File: src/rtl/i2cfm_pkg.sv
// ============================================================================
// i2cfm_pkg
// Shared types and constants for the two-wire frame master sequencer.
// ============================================================================
package i2cfm_pkg;

    // Frame bytes
    localparam logic [7:0] ADDR_WRITE = 8'h50;
    localparam logic [7:0] ADDR_READ  = 8'h51;
    localparam logic [7:0] CMD_INIT   = 8'h00;
    localparam logic [7:0] CMD_RUN    = 8'h10;

    // Input beat actions
    localparam logic ACT_TICK = 1'b0;
    localparam logic ACT_ARM  = 1'b1;

    // Pause lengths in prescaler ticks
    localparam logic [6:0] WAIT_START = 7'd3;
    localparam logic [6:0] WAIT_ADDR  = 7'd10;
    localparam logic [6:0] WAIT_WRITE = 7'd70;
    localparam logic [6:0] WAIT_READ  = 7'd100;

    // Configuration register indexes and reset values
    localparam logic CFG_INIT_HI = 1'b0;
    localparam logic CFG_INIT_LO = 1'b1;
    localparam logic [31:0] INIT_HI_RESET = 32'h1BD0_1400;
    localparam logic [31:0] INIT_LO_RESET = 32'h2100_1840;

    // Default length of the read frame in bytes (1 to 15)
    localparam int READ_BYTES_DEFAULT = 11;

    typedef struct packed {
        logic        action;
        logic        init_mode;
        logic [31:0] run_payload;
        logic        sda_in;
    } in_item_t;

    typedef struct packed {
        logic       scl_level;
        logic       sda_level;
        logic       sda_enable;
        logic       busy_res;
        logic       byte_valid;
        logic [7:0] byte_data;
        logic [3:0] byte_index;
        logic       nack_abort;
    } out_item_t;

    typedef struct packed {
        logic        write_pending;
        logic        read_pending;
        logic [2:0]  frame_step;
        logic [4:0]  phase_tick;
        logic        data_phase;
        logic        load_pending;
        logic [7:0]  shift_byte;
        logic [3:0]  byte_counter;
        logic [6:0]  wait_limit;
        logic [7:0]  prescale_count;
        logic        init_latched;
        logic [31:0] run_latched;
        logic        scl;
        logic        sda;
        logic        sda_oe;
    } seq_state_t;

    localparam seq_state_t STATE_RESET = '{
        write_pending:  1'b0,
        read_pending:   1'b0,
        frame_step:     3'd0,
        phase_tick:     5'd0,
        data_phase:     1'b1,
        load_pending:   1'b0,
        shift_byte:     8'd0,
        byte_counter:   4'd0,
        wait_limit:     7'd0,
        prescale_count: 8'd0,
        init_latched:   1'b0,
        run_latched:    32'd0,
        scl:            1'b1,
        sda:            1'b1,
        sda_oe:         1'b1
    };

endpackage

File: src/rtl/i2cfm_step.sv
// ============================================================================
// i2cfm_step
// Next-state and result logic for one beat: an arm command or a timer tick.
// ============================================================================
module i2cfm_step #(
    parameter int READ_BYTES = i2cfm_pkg::READ_BYTES_DEFAULT
) (
    input  i2cfm_pkg::seq_state_t state,
    input  i2cfm_pkg::in_item_t   item,
    input  logic [31:0]           init_hi,
    input  logic [31:0]           init_lo,
    output i2cfm_pkg::seq_state_t state_next,
    output i2cfm_pkg::out_item_t  result
);

    localparam logic [3:0] LAST_READ_IDX = 4'(READ_BYTES - 1);

    typedef enum logic [2:0] {
        OP_NONE,
        OP_START,
        OP_STOP,
        OP_WRITE,
        OP_READ
    } line_op_t;

    // Pick one byte of a word, first byte in the top bits
    function automatic logic [7:0] pick_byte(input logic [31:0] word, input logic [1:0] sel);
        logic [7:0] b;
        unique case (sel)
            2'd0:    b = word[31:24];
            2'd1:    b = word[23:16];
            2'd2:    b = word[15:8];
            default: b = word[7:0];
        endcase
        return b;
    endfunction

    i2cfm_pkg::seq_state_t st;
    line_op_t   op;
    logic [7:0] wr_value;
    logic [7:0] payload;
    logic [3:0] write_last;
    logic       done;
    logic       nack;
    logic       rd_valid;
    logic [7:0] rd_data;
    logic [3:0] rd_index;

    // Payload byte of the write frame
    always_comb
    begin
        if (state.init_latched)
        begin
            payload = pick_byte(state.byte_counter[2] ? init_lo : init_hi,
                                state.byte_counter[1:0]);
        end
        else
        begin
            payload = pick_byte(state.run_latched, state.byte_counter[1:0]);
        end
        write_last = state.init_latched ? 4'd7 : 4'd3;
    end

    // Select the line operation for the current frame step
    always_comb
    begin
        op       = OP_NONE;
        wr_value = i2cfm_pkg::ADDR_WRITE;
        if (state.write_pending)
        begin
            unique case (state.frame_step)
                3'd0: op = OP_START;
                3'd1: op = OP_WRITE;
                3'd2:
                begin
                    op       = OP_WRITE;
                    wr_value = state.init_latched ? i2cfm_pkg::CMD_INIT : i2cfm_pkg::CMD_RUN;
                end
                3'd3:
                begin
                    op       = OP_WRITE;
                    wr_value = payload;
                end
                3'd4: op = OP_STOP;
                default: op = OP_NONE;
            endcase
        end
        else if (state.read_pending)
        begin
            unique case (state.frame_step)
                3'd0: op = OP_START;
                3'd1: op = OP_WRITE;
                3'd2:
                begin
                    op       = OP_WRITE;
                    wr_value = i2cfm_pkg::CMD_RUN;
                end
                3'd3: op = OP_STOP;
                3'd4: op = OP_START;
                3'd5:
                begin
                    op       = OP_WRITE;
                    wr_value = i2cfm_pkg::ADDR_READ;
                end
                3'd6: op = OP_READ;
                default: op = OP_STOP;
            endcase
        end
    end

    // Advance the state by one beat
    always_comb
    begin
        st       = state;
        done     = 1'b0;
        nack     = 1'b0;
        rd_valid = 1'b0;
        rd_data  = 8'd0;
        rd_index = 4'd0;

        if (item.action == i2cfm_pkg::ACT_ARM)
        begin
            // Arm: latch the run payload and restart both frames
            st.init_latched  = item.init_mode;
            st.run_latched   = item.run_payload;
            st.data_phase    = 1'b1;
            st.frame_step    = 3'd0;
            st.phase_tick    = 5'd0;
            st.read_pending  = 1'b1;
            st.write_pending = 1'b1;
        end
        else
        begin
            st.prescale_count = state.prescale_count + 8'd1;
            if (st.prescale_count > {1'b0, state.wait_limit})
            begin
                st.wait_limit = 7'd0;
                st.phase_tick = state.phase_tick + 5'd1;

                // Run one half-step of the line operation
                unique case (op)
                    OP_START:
                    begin
                        st.sda_oe = 1'b1;
                        if (st.phase_tick == 5'd1)
                        begin
                            st.sda = 1'b1;
                            st.scl = 1'b1;
                        end
                        else if (st.phase_tick == 5'd2)
                        begin
                            st.sda = 1'b0;
                        end
                        else if (st.phase_tick == 5'd3)
                        begin
                            st.scl = 1'b0;
                            done   = 1'b1;
                        end
                    end
                    OP_STOP:
                    begin
                        st.sda_oe = 1'b1;
                        if (st.phase_tick == 5'd1)
                        begin
                            st.scl = 1'b0;
                            st.sda = 1'b0;
                        end
                        else if (st.phase_tick == 5'd2)
                        begin
                            st.scl = 1'b1;
                        end
                        else if (st.phase_tick == 5'd3)
                        begin
                            st.sda = 1'b1;
                            done   = 1'b1;
                        end
                    end
                    OP_WRITE:
                    begin
                        if (st.load_pending)
                        begin
                            st.shift_byte   = wr_value;
                            st.load_pending = 1'b0;
                        end
                        if (st.data_phase)
                        begin
                            if (st.phase_tick[0])
                            begin
                                st.scl    = 1'b0;
                                st.sda_oe = 1'b1;
                                st.sda    = st.shift_byte[7];
                            end
                            else
                            begin
                                st.scl = 1'b1;
                                if (st.phase_tick >= 5'd16)
                                begin
                                    st.data_phase = 1'b0;
                                    st.phase_tick = 5'd0;
                                end
                                else
                                begin
                                    st.shift_byte = {st.shift_byte[6:0], 1'b0};
                                end
                            end
                        end
                        else
                        begin
                            st.sda_oe = 1'b0;
                            if (st.phase_tick == 5'd1)
                            begin
                                st.scl = 1'b0;
                            end
                            else
                            begin
                                st.scl = 1'b1;
                                done   = 1'b1;
                                if (item.sda_in)
                                begin
                                    st.sda_oe = 1'b1;
                                    st.sda    = 1'b0;
                                    nack      = 1'b1;
                                end
                            end
                        end
                    end
                    OP_READ:
                    begin
                        if (st.data_phase)
                        begin
                            st.sda_oe = 1'b0;
                            if (st.phase_tick[0])
                            begin
                                st.scl = 1'b0;
                            end
                            else
                            begin
                                st.shift_byte[0] = item.sda_in;
                                if (st.phase_tick >= 5'd16)
                                begin
                                    st.phase_tick = 5'd0;
                                    st.data_phase = 1'b0;
                                end
                                else
                                begin
                                    st.shift_byte = {st.shift_byte[6:0], 1'b0};
                                end
                                st.scl = 1'b1;
                            end
                        end
                        else
                        begin
                            st.sda_oe = 1'b1;
                            if (st.phase_tick == 5'd1)
                            begin
                                st.scl = 1'b0;
                                // ACK every byte but the last
                                st.sda = (st.byte_counter < LAST_READ_IDX) ? 1'b0 : 1'b1;
                            end
                            else if (st.phase_tick == 5'd2)
                            begin
                                st.scl = 1'b1;
                                done   = 1'b1;
                            end
                        end
                    end
                    default:
                    begin
                        // Nothing pending: hold the phase counter
                        st.phase_tick = state.phase_tick;
                    end
                endcase

                // Close the frame step once its operation is done
                if (done && state.write_pending)
                begin
                    unique case (state.frame_step)
                        3'd0:
                        begin
                            st.frame_step   = state.frame_step + 3'd1;
                            st.phase_tick   = 5'd0;
                            st.data_phase   = 1'b1;
                            st.load_pending = 1'b1;
                            st.wait_limit   = i2cfm_pkg::WAIT_START;
                        end
                        3'd1, 3'd2:
                        begin
                            st.frame_step   = state.frame_step + 3'd1;
                            st.phase_tick   = 5'd0;
                            st.data_phase   = 1'b1;
                            st.load_pending = 1'b1;
                            if (state.frame_step == 3'd2)
                            begin
                                st.byte_counter = 4'd0;
                            end
                        end
                        3'd3:
                        begin
                            st.byte_counter = state.byte_counter + 4'd1;
                            if (st.byte_counter > write_last)
                            begin
                                st.frame_step = state.frame_step + 3'd1;
                            end
                            st.load_pending = 1'b1;
                            st.phase_tick   = 5'd0;
                            st.data_phase   = 1'b1;
                        end
                        default:
                        begin
                            st.frame_step    = 3'd0;
                            st.phase_tick    = 5'd0;
                            st.data_phase    = 1'b1;
                            st.wait_limit    = i2cfm_pkg::WAIT_WRITE;
                            st.write_pending = 1'b0;
                        end
                    endcase
                end
                else if (done)
                begin
                    unique case (state.frame_step)
                        3'd6:
                        begin
                            rd_valid        = 1'b1;
                            rd_data         = st.shift_byte;
                            rd_index        = state.byte_counter;
                            st.byte_counter = state.byte_counter + 4'd1;
                            if (st.byte_counter > LAST_READ_IDX)
                            begin
                                st.frame_step = state.frame_step + 3'd1;
                            end
                            st.phase_tick = 5'd0;
                            st.data_phase = 1'b1;
                        end
                        3'd7:
                        begin
                            st.frame_step   = 3'd0;
                            st.phase_tick   = 5'd0;
                            st.data_phase   = 1'b1;
                            st.wait_limit   = i2cfm_pkg::WAIT_READ;
                            st.read_pending = 1'b0;
                        end
                        default:
                        begin
                            st.frame_step   = state.frame_step + 3'd1;
                            st.phase_tick   = 5'd0;
                            st.data_phase   = 1'b1;
                            st.load_pending = 1'b1;
                            if (state.frame_step == 3'd0 || state.frame_step == 3'd4)
                            begin
                                st.wait_limit = i2cfm_pkg::WAIT_ADDR;
                            end
                            else if (state.frame_step == 3'd3)
                            begin
                                st.wait_limit = i2cfm_pkg::WAIT_READ;
                            end
                            if (state.frame_step == 3'd5)
                            begin
                                st.byte_counter = 4'd0;
                            end
                        end
                    endcase
                end

                st.prescale_count = 8'd0;

                // Drop both frames and release the lines on a slave NACK
                if (nack)
                begin
                    st.write_pending = 1'b0;
                    st.read_pending  = 1'b0;
                    st.sda           = 1'b1;
                    st.scl           = 1'b1;
                end
            end
        end
    end

    // Drive the result beat
    always_comb
    begin
        state_next        = st;
        result.scl_level  = st.scl;
        result.sda_level  = st.sda;
        result.sda_enable = st.sda_oe;
        result.busy_res   = st.write_pending | st.read_pending;
        result.byte_valid = rd_valid;
        result.byte_data  = rd_data;
        result.byte_index = rd_index;
        result.nack_abort = nack;
    end

endmodule

File: src/rtl/i2c_frame_master_sequencer_core.sv
// ============================================================================
// i2c_frame_master_sequencer_core
// Tick-driven two-wire frame master: a write frame, then a read frame.
// ============================================================================
// Usage:
//   Input channel (in_valid/in_ready/in_data): each beat is either a timer
//   tick (action 0, carrying the sampled data line) or an arm command
//   (action 1, carrying the frame mode and the four run bytes).
//   Output channel (out_valid/out_ready/out_data): exactly one result beat
//   per input beat, in order: line levels, busy flag, any completed read
//   byte and the NACK abort flag.
//   Configuration: cfg_wr_en writes cfg_data into the init payload register
//   chosen by cfg_index in the same cycle; write only while idle.
//   Result timing: the result of a beat is on out_data in the cycle after the
//   beat is taken. Throughput: one beat per cycle while out_ready is high, set by the single output register.
//   Stall: while a result waits and out_ready is low, in_ready is low; the
//   next beat is taken in the cycle the waiting result leaves.
//   Reset: both frames idle, lines released high with the data driver on,
//   init payload registers at their defaults, output register empty.
// ============================================================================
module i2c_frame_master_sequencer_core #(
    parameter int READ_BYTES = i2cfm_pkg::READ_BYTES_DEFAULT
) (
    input  logic                 clk,
    input  logic                 rst_n,
    input  logic                 in_valid,
    output logic                 in_ready,
    input  i2cfm_pkg::in_item_t  in_data,
    output logic                 out_valid,
    input  logic                 out_ready,
    output i2cfm_pkg::out_item_t out_data,
    input  logic                 cfg_wr_en,
    input  logic                 cfg_index,
    input  logic [31:0]          cfg_data
);

    i2cfm_pkg::seq_state_t state_reg;
    i2cfm_pkg::seq_state_t state_next;
    i2cfm_pkg::out_item_t  result;
    i2cfm_pkg::out_item_t  out_data_reg;
    logic                  out_valid_reg;
    logic [31:0]           init_hi_reg;
    logic [31:0]           init_lo_reg;
    logic                  in_fire;

    assign in_ready = !out_valid_reg || out_ready;
    assign in_fire  = in_valid && in_ready;

    i2cfm_step #(
        .READ_BYTES (READ_BYTES)
    ) u_step (
        .state      (state_reg),
        .item       (in_data),
        .init_hi    (init_hi_reg),
        .init_lo    (init_lo_reg),
        .state_next (state_next),
        .result     (result)
    );

    // Hold the sequencer state; advance on each accepted beat
    always_ff @(posedge clk or negedge rst_n)
    begin
        if (!rst_n)
        begin
            state_reg <= i2cfm_pkg::STATE_RESET;
        end
        else if (in_fire)
        begin
            state_reg <= state_next;
        end
    end

    // Init payload registers
    always_ff @(posedge clk or negedge rst_n)
    begin
        if (!rst_n)
        begin
            init_hi_reg <= i2cfm_pkg::INIT_HI_RESET;
            init_lo_reg <= i2cfm_pkg::INIT_LO_RESET;
        end
        else if (cfg_wr_en)
        begin
            unique case (cfg_index)
                i2cfm_pkg::CFG_INIT_HI: init_hi_reg <= cfg_data;
                i2cfm_pkg::CFG_INIT_LO: init_lo_reg <= cfg_data;
                default:                init_hi_reg <= init_hi_reg;
            endcase
        end
    end

    // Output register valid
    always_ff @(posedge clk or negedge rst_n)
    begin
        if (!rst_n)
        begin
            out_valid_reg <= 1'b0;
        end
        else if (in_fire)
        begin
            out_valid_reg <= 1'b1;
        end
        else if (out_ready)
        begin
            out_valid_reg <= 1'b0;
        end
    end

    // Output register payload
    always_ff @(posedge clk)
    begin
        if (in_fire)
        begin
            out_data_reg <= result;
        end
    end

    assign out_valid = out_valid_reg;
    assign out_data  = out_data_reg;

    // A taken beat always produces a result beat next cycle
    a_beat_to_result : assert property (@(posedge clk) disable iff (!rst_n)
        in_fire |=> out_valid_reg)
        else $error("accepted beat produced no result");

    // A NACK abort leaves both frames dropped and both lines high
    a_nack_release : assert property (@(posedge clk) disable iff (!rst_n)
        (out_valid_reg && out_data_reg.nack_abort) |->
        (!out_data_reg.busy_res && out_data_reg.scl_level && out_data_reg.sda_level
         && !out_data_reg.byte_valid))
        else $error("NACK abort did not release the bus");

    // A read byte only completes inside a busy read frame, within its length
    a_read_byte_range : assert property (@(posedge clk) disable iff (!rst_n)
        (out_valid_reg && out_data_reg.byte_valid) |->
        (out_data_reg.busy_res && out_data_reg.byte_index <= 4'(READ_BYTES - 1)))
        else $error("read byte outside read frame");

endmodule
File: config.mk
export PLATFORM = sky130hd
export DESIGN_NAME = i2c_frame_master_sequencer_core
export DESIGN_NICKNAME = d
export VERILOG_FILES = /design/src/rtl/i2cfm_pkg.sv /design/src/rtl/i2cfm_step.sv /design/src/rtl/i2c_frame_master_sequencer_core.sv
export SDC_FILE = /design/constraint.sdc
export NUM_CORES = 1
export LEC_CHECK = 0
export BUFFER_PORTS_ARGS = -buffer_cell sky130_fd_sc_hd__buf_2
export CORE_MARGIN = 2
export CORE_UTILIZATION = 53
export DETAILED_ROUTE_END_ITERATION = 12
export PLACE_DENSITY = 0.84
export SETUP_SLACK_MARGIN = 0.02
export SKIP_LAST_GASP = 1
export SYNTH_ARGS = -nofsm -noshare
export SYNTH_HDL_FRONTEND = slang
export SYNTH_SLANG_ARGS = --single-unit
File: constraint.sdc
create_clock -name clk -period 3.2 [get_ports clk]
set_clock_uncertainty 0.1 [all_clocks]
set_input_delay 0.32 -clock clk [delete_from_list [all_inputs] [get_ports clk]]
set_output_delay 0.32 -clock clk [all_outputs]
set_load 0.03 [all_outputs]
==> flow_summary_export.csv, run 1 <==
group,metric,value,unit
die,die_h,129,um
synth,synthXorXnorAreaFrac,0.847,%
pwr,pwr_density_cell,719,mW/mm^2
cts,clock_latency,0.43,ns
synth,syn_area_per_cell,10.8,um^2
die,io_pins,93,
worst_setup_path,rr_endpoint,"state_reg[71]",
synth,synth_cells,764,
die,initial_core_util,54.4,%
worst_setup_path,crit_path_end_kind,"register",
grt,overflow,0,
pwr,swShare,34.4,%
route,drt_pass1_iterations,7,
die,num_rows,45,
cts,clk_pin_slew,0.06,ns
worst_setup_path,slowest_stage,"a2111oi_1",
grt,antenna_found_initial,0,
grt,grt_max_degree,80,
die,die_w,129,um
finish,drive_above_1_share,35.7,%
route,viasPerCell,6.17,
placement,hpwl,15.2,mm
synth,synth-edff-count,18,
worst_setup_path,worst-r2r-cell-count,10,
worst_setup_path,r2r_setup_slack,0.17,ns
cts,cts.sinks,156,
sta,setup_viol_count_final,0,
die,core,0.0152,mm^2
cts,cts-root-buf,"clkbuf_16",
placement,portBuffers,92,
synth,syn-cell-area,0.00827,mm^2
cts,numCtsBuffers,17,
worst_setup_path,cp_cell_sequence,"inv_1 -> ha_2 -> inv_2 -> a211o_1 -> nand2_2 -> mux2i_4 -> o211ai_2 -> a2111oi_1 -> a2111o_1 -> mux2_1",
sta,period_share,94.6,%
synth,yosysSeqAreaShare,48.6,%
grt,grt_util_all_layers,26.7,%
pwr,combinationalPowerShare,32.6,%
route,drc,0,
synth,yosys_warnings,0,
cts,cts_tree,"yes",
worst_setup_path,slowest_delay,0.43,ns
synth,yosys.cell_types.count,71,
synth,synthArstFlopShare,88.5,%
pwr,peakVddDrop,494,uV
route,drtIter0Drc,719,
synth,ys.flop_type,"dfrtp_1",
sta,rsz0062_at_grt,"no",
synth,synth_top_family_by_area,"compound AO/OA/AOI/OAI gates",
cts,clockBufferDepth,2,
sta,fmax,330,MHz
hold_path,min_path_type,"input port to register",
finish,largest_reg_flops,73,
pwr,p_leak,4.23,nW
worst_setup_path,critical_path_class,"register to register",
job,drv_cap,0,
hold_path,holdCritStartpoint,"in_valid",
finish,fin_util,64.9,%
grt,grt_pass1_vias,6538,
sta,worstMarginPinSlew,0.731,ns
cts,cts_post_setup_buffers_inserted,0,
finish,syn2layout_area_growth,19.3,%
pwr,power.switching,2.44,mW
synth,synth_simple_gate_area_share,10.3,%
sta,whs,0.0207,ns
synth,synth_mux_area_share,16.5,%
sta,drv_slew,0,
pwr,power_frac_seq,38.0,%
cts,htree_levels,4,
route,ant_nets,0,
worst_setup_path,cp_data_arrival_time,3.23,ns
pwr,p_int,4.66,mW
sta,slew_headroom,51.3,%
finish,nets,976,
finish,final_common_cell,"dfrtp_1",
pwr,finalPower,7.10,mW
grt,grt_pass1_wl,34.2,mm
route,vias,6674,
synth,synth_compound_area_share,16.9,%
route,totalWireLength,21.2,mm
synth,synthAdderAreaFrac,3.48,%
finish,final_cell_mix,"dfrtp_1, mux2_2, buf_2",
sta,min_period,3.03,ns
sta,hold_viol,0,
worst_setup_path,worstSetupStartpointType,"register",
die,die_area,0.0166,mm^2
finish,n_antenna_cell,0,
worst_setup_path,cp_max_fo,6,
route,wl_per_cell,19.6,um
pwr,p_clk_share,29.4,%
placement,gp_congestion,0.950,
synth,syn_nets,860,
worst_setup_path,cp.required,3.40,ns
hold_path,holdPathEnd,"out_valid",
hold_path,min_path_cells,2,
synth,synth-seq-cells,156,
status,outcome,"finished clean",
worst_setup_path,r2r_start,"state_reg[70]",
==> layout make-up <==
type / instances / area [um^2]
Fill cell: 1141 / 5340
Multi-Input combinational cell: 538 / 4040
Sequential cell: 156 / 4020
Timing Repair Buffer: 141 / 862
Clock buffer: 18 / 429
Tap cell: 188 / 235
Clock inverter: 14 / 181
Inverter: 26 / 97.6
==> power groups by stage <==
stage	registers, mW	logic [mW]	clock network [mW]
CTS	2.68	2.24	2.11
global placement	2.69	2.16	0
floorplan	2.63	1.52	0
global route	2.74	2.53	2.20
finish	2.70	2.31	2.09
detailed placement	2.70	2.20	0
==> worst max path at each step <==
stage | startpoint | to | slack [ns] | cells after the start
4_1_cts | state_reg[70] | state_reg[71] | 0.06 | 10
2_1_floorplan | out_valid | state_reg[70] | 0.14 | 6
5_1_grt | state_reg[71] | state_reg[71] | 0.02 | 10
6_report | state_reg[70] | state_reg[71] | 0.17 | 10
3_3_place_gp | state_reg[36] | out_data[4] | 0.14 | 11
3_5_place_dp | state_reg[36] | out_data[4] | -0.02 | 11
==> Yosys cell counts (all sizes together) (6+ instances only) <==
cell type  instances  area share, %
ha                23            3.5
nor2              44            2.1
xnor2              6           0.64
nand3             16           0.97
o211ai             7           0.70
nand2             70            3.2
dfstp             18            5.7
a211oi             7           0.70
a222oi             9            1.1
clkbuf            26            1.2
a211o              6           0.74
nor2b              8           0.61
a22oi             11            1.0
a21oi             42            2.7
nor3               9           0.54
and2              11           0.83
and3               9           0.68
o21ai             55            3.3
inv               26            1.2
a221oi            13            1.6
a21o               6           0.54
buf               18            1.0
dfrtp            120             36
mux2             104             14
edfxtp            18            6.5
mux2i             19            2.3
==> cells by family (layout without fill, tap and decap cells) <==
logic type / after synthesis / count (layout)
AOI/OAI and AO/OA: 200 / 200
buffers and inverters: 70 / 199
adders and majority gates: 23 / 23
muxes: 123 / 123
xor gates and xnor gates: 8 / 8
DFF: 156 / 156
and+or+nand+nor: 184 / 184
==> metal layers <==
metal	up-vias	track usage (%)	wire length [um]
met4	0	10.9	582
met3	50	6.07	1430
met1	3252	35.0	8920
met2	301	43.3	10300
met5	-	0	0
li1	3071	-	-
==> per-stage QoR <==
| step | cells | setup TNS (ns) | cell area, um^2 | setup WS (ns) |
|---|---|---|---|---|
| 2_1_floorplan | 764 | 0 | 8270 | 0.136 |
| 3_3_place_gp | 1048 | 0 | 9180 | 0.135 |
| 3_5_place_dp | 1048 | -0.0445 | 9180 | -0.0170 |
| 4_1_cts | 1081 | 0 | 9810 | 0.0598 |
| 5_1_grt | 1081 | 0 | 9860 | 0.0221 |
| 6_report | 1081 | 0 | 9860 | 0.171 |
==> worst max-delay path: cells and delay by family, from the launching register on <==
kind	cells	cell delay (ns)
compound gates	4	1.16
simple gates	1	0.13
fa+ha+maj	1	0.29
flops	1	0.37
mux	2	0.62
buf+inv	2	0.23
==> what timing repair did <==
action / in CTS / in global routing
setup endpoints to repair: 7 / 39
hold buffers: 1 / 0
gates resized for setup: 1 / 15
gates cloned: 0 / 0
pin swaps: 0 / 3
hold endpoints to repair: 72 / 0
No activity file was read; power rests on OpenSTA's default activity.
==> inputs of run 2 (changes only) <==
--- a/config.mk
+++ b/config.mk
@@ -7,9 +7,9 @@
 export LEC_CHECK = 0
 export BUFFER_PORTS_ARGS = -buffer_cell sky130_fd_sc_hd__buf_2
 export CORE_MARGIN = 2
-export CORE_UTILIZATION = 53
+export CORE_UTILIZATION = 40
 export DETAILED_ROUTE_END_ITERATION = 12
-export PLACE_DENSITY = 0.84
+export PLACE_DENSITY = 0.68
 export SETUP_SLACK_MARGIN = 0.02
 export SKIP_LAST_GASP = 1
 export SYNTH_ARGS = -nofsm -noshare
==> flow_summary_export.csv, run 2 (synthesis results as in run 1) <==
group,metric,value,unit
worst_setup_path,rr_endpoint,"state_reg[70]",
worst_setup_path,crit_family,"compound AO/OA/AOI/OAI gates",
route,vias,6538,
placement,place_ws,-0.00755,ns
worst_setup_path,cp_cell_sequence,"ha_2 -> nand3_1 -> xnor2_2 -> ha_1 -> a2111oi_2 -> a21oi_1 -> o22ai_2 -> a21oi_1 -> o21ai_1 -> a2111o_1 -> mux2_1",
placement,portBuffers,92,
sta,period_share,95.0,%
pwr,finalPower,6.96,mW
finish,drive_above_1_share,36.1,%
pwr,peakVddDrop,423,uV
finish,final_common_cell,"dfrtp_1",
die,io_pins,93,
finish,nets,980,
pwr,pwr_density_cell,696,mW/mm^2
sta,setup_viol_count_final,0,
grt,grt_pass1_vias,6449,
worst_setup_path,worstSetupStartpointType,"register",
die,die_w,148,um
grt,grt_pass1_wl,34.3,mm
grt,overflow,0,
worst_setup_path,r2r_start,"state_reg[37]",
route,viasPerCell,5.60,
grt,grt_max_degree,68,
route,ant_nets,0,
finish,fill_cells,1863,
sta,slew_headroom,55.7,%
placement,dpl_cell_area,0.00933,mm^2
worst_setup_path,cp.required,3.41,ns
sta,fin_setup_tns,0,ns
finish,final_cell_mix,"dfrtp_1, mux2_2, buf_2",
worst_setup_path,crit_top_cell,"a21oi_1",
finish,stdcell_area,0.0100,mm^2
worst_setup_path,r2r_setup_slack,0.16,ns
die,num_rows,52,
route,wl_per_cell,18.1,um
worst_setup_path,cp_data_arrival_time,3.25,ns
finish,largest_reg_flops,73,
sta,drv_slew,0,
sta,fin_ws,0.160,ns
grt,antenna_found_initial,1,
die,die_area,0.0218,mm^2
worst_setup_path,crit_path_end_kind,"register",
cts,clk_pin_slew,0.07,ns
route,drtIter0Drc,557,
worst_setup_path,crit_cells,11,
worst_setup_path,slowest_stage,"dfrtp_1",
cts,cts.sinks,156,
route,drt_pass1_iterations,5,
finish,syn2layout_area_growth,20.9,%
sta,min_period,3.04,ns
worst_setup_path,slowest_delay,0.40,ns
worst_setup_path,path_buf_inv,0,
cts,cts_tree,"yes",
route,met1Wirelength,9.46,mm
worst_setup_path,critical_path_class,"register to register",
cts,numCtsBuffers,17,
job,drv_cap,0,
placement,gp_congestion,0.910,
placement,hpwl,15.3,mm
worst_setup_path,endpoint,"state_reg[70]",
hold_path,min_path_type,"input port to register",
worst_setup_path,worst-r2r-cell-count,11,
die,initial_core_util,40.9,%
cts,clock_latency,0.44,ns
route,totalWireLength,21.1,mm
sta,worstMarginPinSlew,0.664,ns
cts,htree_levels,4,
grt,grt_util_all_layers,20.0,%
route,wl_met2,10.2,mm
route,topRoutingLayerUsed,"met5",
route,drc,0,
worst_setup_path,cp_max_fo,7,
sta,hold_viol,0,
finish,fin_util,49.4,%
route,wl_met3,1.22,mm
die,core,0.0202,mm^2
sta,fmax,329,MHz
pwr,p_leak,4.25,nW
worst_setup_path,cp-startpoint,"state_reg[37]",
cts,cts-root-buf,"clkbuf_16",
status,outcome,"finished clean",
die,die_h,148,um
cts,clockBufferDepth,2,
-- run 2: cell types whose count changed in the layout (fill, tap and decap cells not counted), moves of 2 or more --
cell	change
ha_1	+3
buf_4	+3
bufinv_16	-3
inv_8	+6
clkinv_4	-3
clkinv_8	+3
inv_6	-2
ha_2	-3
-- run 2: repair_timing --
action,in CTS,in global routing
endpoints found under the setup margin,10,36
hold endpoints to repair,58,0
hold buffers,1,0
resized for setup,1,15
pin swaps,0,5
setup buffers,0,0
-- run 2: cell type report --
type / count / area [um^2] / share of cell area (%)
Clock inverter: 15 / 166 / 1.66
Clock buffer: 17 / 425 / 4.25
Tap cell: 270 / 338 / 3.38
Sequential cell: 156 / 4020 / 40.2
Antenna cell: 1 / 2.50 / 0.0250
Multi-Input combinational cell: 538 / 4050 / 40.5
Inverter: 26 / 97.6 / 0.976
Timing Repair Buffer: 145 / 905 / 9.05
-- run 2: through the flow --
step	std cells	hold slack, ns
global placement	1134	0.263
detailed placement	1134	0.278
global route	1167	0.00586
floorplan	764	-0.0756
CTS	1167	0.000238
finish	1168	0.0147
-- run 2: worst min-delay path by stage --
stage | from | endpoint | slack (ns) | cells after the start
global route | in_data[16] | state_reg[18] | 0.006 | 2
finish | in_valid | out_valid | 0.01 | 2
global placement | rst_n | state_reg[66] | 0.26 | 1
CTS | in_valid | out_valid | 0.0002 | 2
floorplan | rst_n | init_hi_reg[0] | -0.08 | 0
detailed placement | rst_n | state_reg[14] | 0.28 | 1
-- run 2: report_power, final --
group	internal, mW	total, mW	switching, mW
sequential	2.39	2.67	0.285
combinational	1.02	2.27	1.25
clock	1.05	2.02	0.963
total	4.46	6.96	2.50
-- run 2: layer usage --
layer | track usage [%] | vias to the layer above
met5 | 0 | -
met4 | 6.11 | 2
met3 | 4.48 | 28
met2 | 32.5 | 204
met1 | 26.8 | 3230
li1 | - | 3074
==> inputs of run 3 (changes only) <==
--- a/config.mk
+++ b/config.mk
@@ -5,6 +5,7 @@
 export SDC_FILE = /design/constraint.sdc
 export NUM_CORES = 1
 export LEC_CHECK = 0
+export ABC_AREA = 1
 export BUFFER_PORTS_ARGS = -buffer_cell sky130_fd_sc_hd__buf_2
 export CORE_MARGIN = 2
 export CORE_UTILIZATION = 40
==> flow_summary_export.csv, run 3 <==
group,metric,value,unit
sta,rsz0062_at_grt,"yes",
route,drc,0,
die,io_pins,93,
finish,final_cell_mix,"nand2_1, dfrtp_1, o21ai_0",
cts,clk_pin_slew,0.06,ns
cts,cts-root-buf,"clkbuf_16",
sta,min_period,2.86,ns
placement,dp_cells,1480,
worst_setup_path,cp_max_fo,15,
sta,worstMarginPinSlew,0.877,ns
route,wl_met2,10.3,mm
worst_setup_path,crit_path_end_kind,"register",
synth,synth_top_family_by_area,"simple AND/OR/NAND/NOR gates",
finish,drive_above_1_share,16.1,%
route,viasPerCell,5.00,
die,core,0.0210,mm^2
route,ant_nets,0,
synth,synth_mux_area_share,0,%
sta,slew_headroom,41.5,%
sta,fmax,350,MHz
hold_path,holdCritStartpoint,"in_data[4]",
pwr,peakVddDrop,328,uV
synth,yosysSeqAreaShare,47.2,%
job,drv_cap,0,
route,wl_met3,1.03,mm
route,drt_pass1_iterations,6,
die,die_w,150,um
synth,synthMostInstantiatedCell,"nand2_1",
worst_setup_path,r2r_start,"state_reg[70]",
synth,synth_cells,1134,
synth,yosys_warnings,0,
synth,syn-cell-area,0.00851,mm^2
worst_setup_path,cp.required,3.34,ns
finish,n_antenna_cell,0,
synth,synth_simple_gate_area_share,29.7,%
cts,cts_tree,"yes",
cts,htree_levels,4,
die,initial_core_util,40.6,%
die,num_rows,53,
synth,synth_compound_area_share,11.6,%
synth,synth-seq-cells,156,
pwr,pwr_density_cell,600,mW/mm^2
grt,overflow,0,
route,wl_per_cell,14.2,um
sta,drv_slew,0,
cts,clockBufferDepth,2,
cts,numCtsBuffers,17,
sta,setup_viol_count_final,0,
worst_setup_path,cp_cell_sequence,"inv_1 -> ha_1 -> o21ai_2 -> nand2_1 -> nand2_2 -> nand2_4 -> inv_2 -> nand2_1 -> o21ai_2 -> nand2_1 -> nand2_4 -> nand2_4 -> nor2_4 -> nand3_4 -> nor2_1",
status,outcome,"finished clean",
worst_setup_path,slowest_stage,"dfrtp_1",
die,die_h,150,um
synth,synthArstFlopShare,88.5,%
synth,yosys.cell_types.count,41,
synth,synthAdderAreaFrac,3.38,%
die,die_area,0.0225,mm^2
synth,synth-edff-count,18,
worst_setup_path,critical_path_class,"register to register",
placement,hpwl,15.3,mm
pwr,p_leak,5.01,nW
sta,hold_viol,0,
grt,antenna_found_initial,0,
route,met1Wirelength,10.1,mm
synth,syn_area_per_cell,7.50,um^2
route,vias,7657,
cts,clock_latency,0.43,ns
placement,gp_congestion,0.931,
cts,cts.sinks,156,
hold_path,min_path_type,"input port to register",
finish,stdcell_count,1530,
synth,yosys.area.top_type,"dfrtp_1",
synth,synthXorXnorAreaFrac,0.721,%
synth,syn_nets,1230,
finish,largest_reg_flops,73,
worst_setup_path,slowest_delay,0.48,ns
route,drtIter0Drc,681,
worst_setup_path,worstSetupStartpointType,"register",
sta,fin_setup_tns,0,ns
finish,final_common_cell,"nand2_1",
sta,period_share,89.3,%
finish,nets,1338,
worst_setup_path,cp-startpoint,"state_reg[70]",
worst_setup_path,path_buf_inv,2,
worst_setup_path,crit_family,"simple AND/OR/NAND/NOR gates",
synth,ys.flop_type,"dfrtp_1",
finish,syn2layout_area_growth,19.0,%
route,topRoutingLayerUsed,"met4",
grt,grt_pass1_vias,7154,
synth,synthTopCellsByArea,"dfrtp_1, nand2_1, o21ai_0",
grt,grt_util_all_layers,20.2,%
worst_setup_path,cp_data_arrival_time,3.00,ns
placement,portBuffers,92,
grt,grt_max_degree,65,
synth,synth_top_area_share,35.3,%
synth,yosys-top-cells-count,"nand2_1, dfrtp_1, o21ai_0",
grt,grt_pass1_wl,35.8,mm
route,totalWireLength,21.7,mm
run 3: changes by cell type after synthesis, sizes merged, moves of 19 or more:
cell	previous run	this run
nand2	70	437
mux2	104	0
nand3	16	86
o21ai	55	128
mux2i	19	0
inv	26	119
run 3: power breakdown:
part	total, mW	switching [mW]	internal (mW)
Combinational	1.47	0.973	0.493
Clock	2.08	0.855	1.23
Sequential	2.52	0.182	2.34
run 3: layout make-up:
class	count	area (um^2)
Clock buffer	22	475
Clock inverter	10	129
Fill cell	2136	10800
Inverter	122	464
Multi-Input combinational cell	814	3870
Sequential cell	156	4020
Tap cell	275	344
Timing Repair Buffer	131	817
run 3: repair_timing:
item / in CTS / in global routing
setup endpoints to repair: 0 / 32
setup buffers: 0 / 0
hold buffers: 18 / 0
hold endpoints to repair: 74 / 0
resized for setup: 0 / 6
run 3: final timing paths:
path	cells after the start	endpoint	slack, ns
min reg2reg	2	state_reg[5]	0.37
max in group asynchronous	3	init_lo_reg[11]	1.89
max reg2reg	15	out_data[1]	0.34
max	15	out_data[1]	0.34
min in group asynchronous	2	state_reg[39]	0.37
min	3	state_reg[6]	0.006
run 3: layer usage:
metal / vias up / global-route usage (%)
met5: - / 0
met4: 0 / 5.52
met3: 19 / 3.72
met2: 192 / 32.2
met1: 3592 / 28.2
li1: 3854 / -
run 3: through the flow:
step / utilization [%] / setup WS [ns] / area (um^2) / hold WS, ns / power, mW
after global routing: 48.3 / 0.0105 / 10100 / 0.0175 / 6.47
after detailed placement: 44.4 / 0.209 / 9310 / 0.266 / 3.98
after floorplan: - / 0.466 / 8510 / -0.0756 / 3.52
final: 48.3 / 0.341 / 10100 / 0.00559 / 6.07
after global placement: 44.4 / 0.285 / 9310 / 0.262 / 3.95
after CTS: 48.2 / 0.198 / 10100 / 0.00107 / 6.08
run 3: cell families after synthesis:
logic type,Yosys count
AOI/OAI and AO/OA,187
xor gates and xnor gates,7
adders and majority gates,23
buffers and inverters,164
DFF,156
and+or+nand+nor,597
run 3: worst register-to-register path: stages, from the launching register on:
cell and delay [ns]:
dfrtp_1 0.48, inv_1 0.11, ha_1 0.32, o21ai_2 0.21, nand2_1 0.13, nand2_2 0.11
nand2_4 0.07, inv_2 0.06, nand2_1 0.05, o21ai_2 0.07, nand2_1 0.12, nand2_4 0.23
nand2_4 0.10, nor2_4 0.11, nand3_4 0.15, nor2_1 0.26
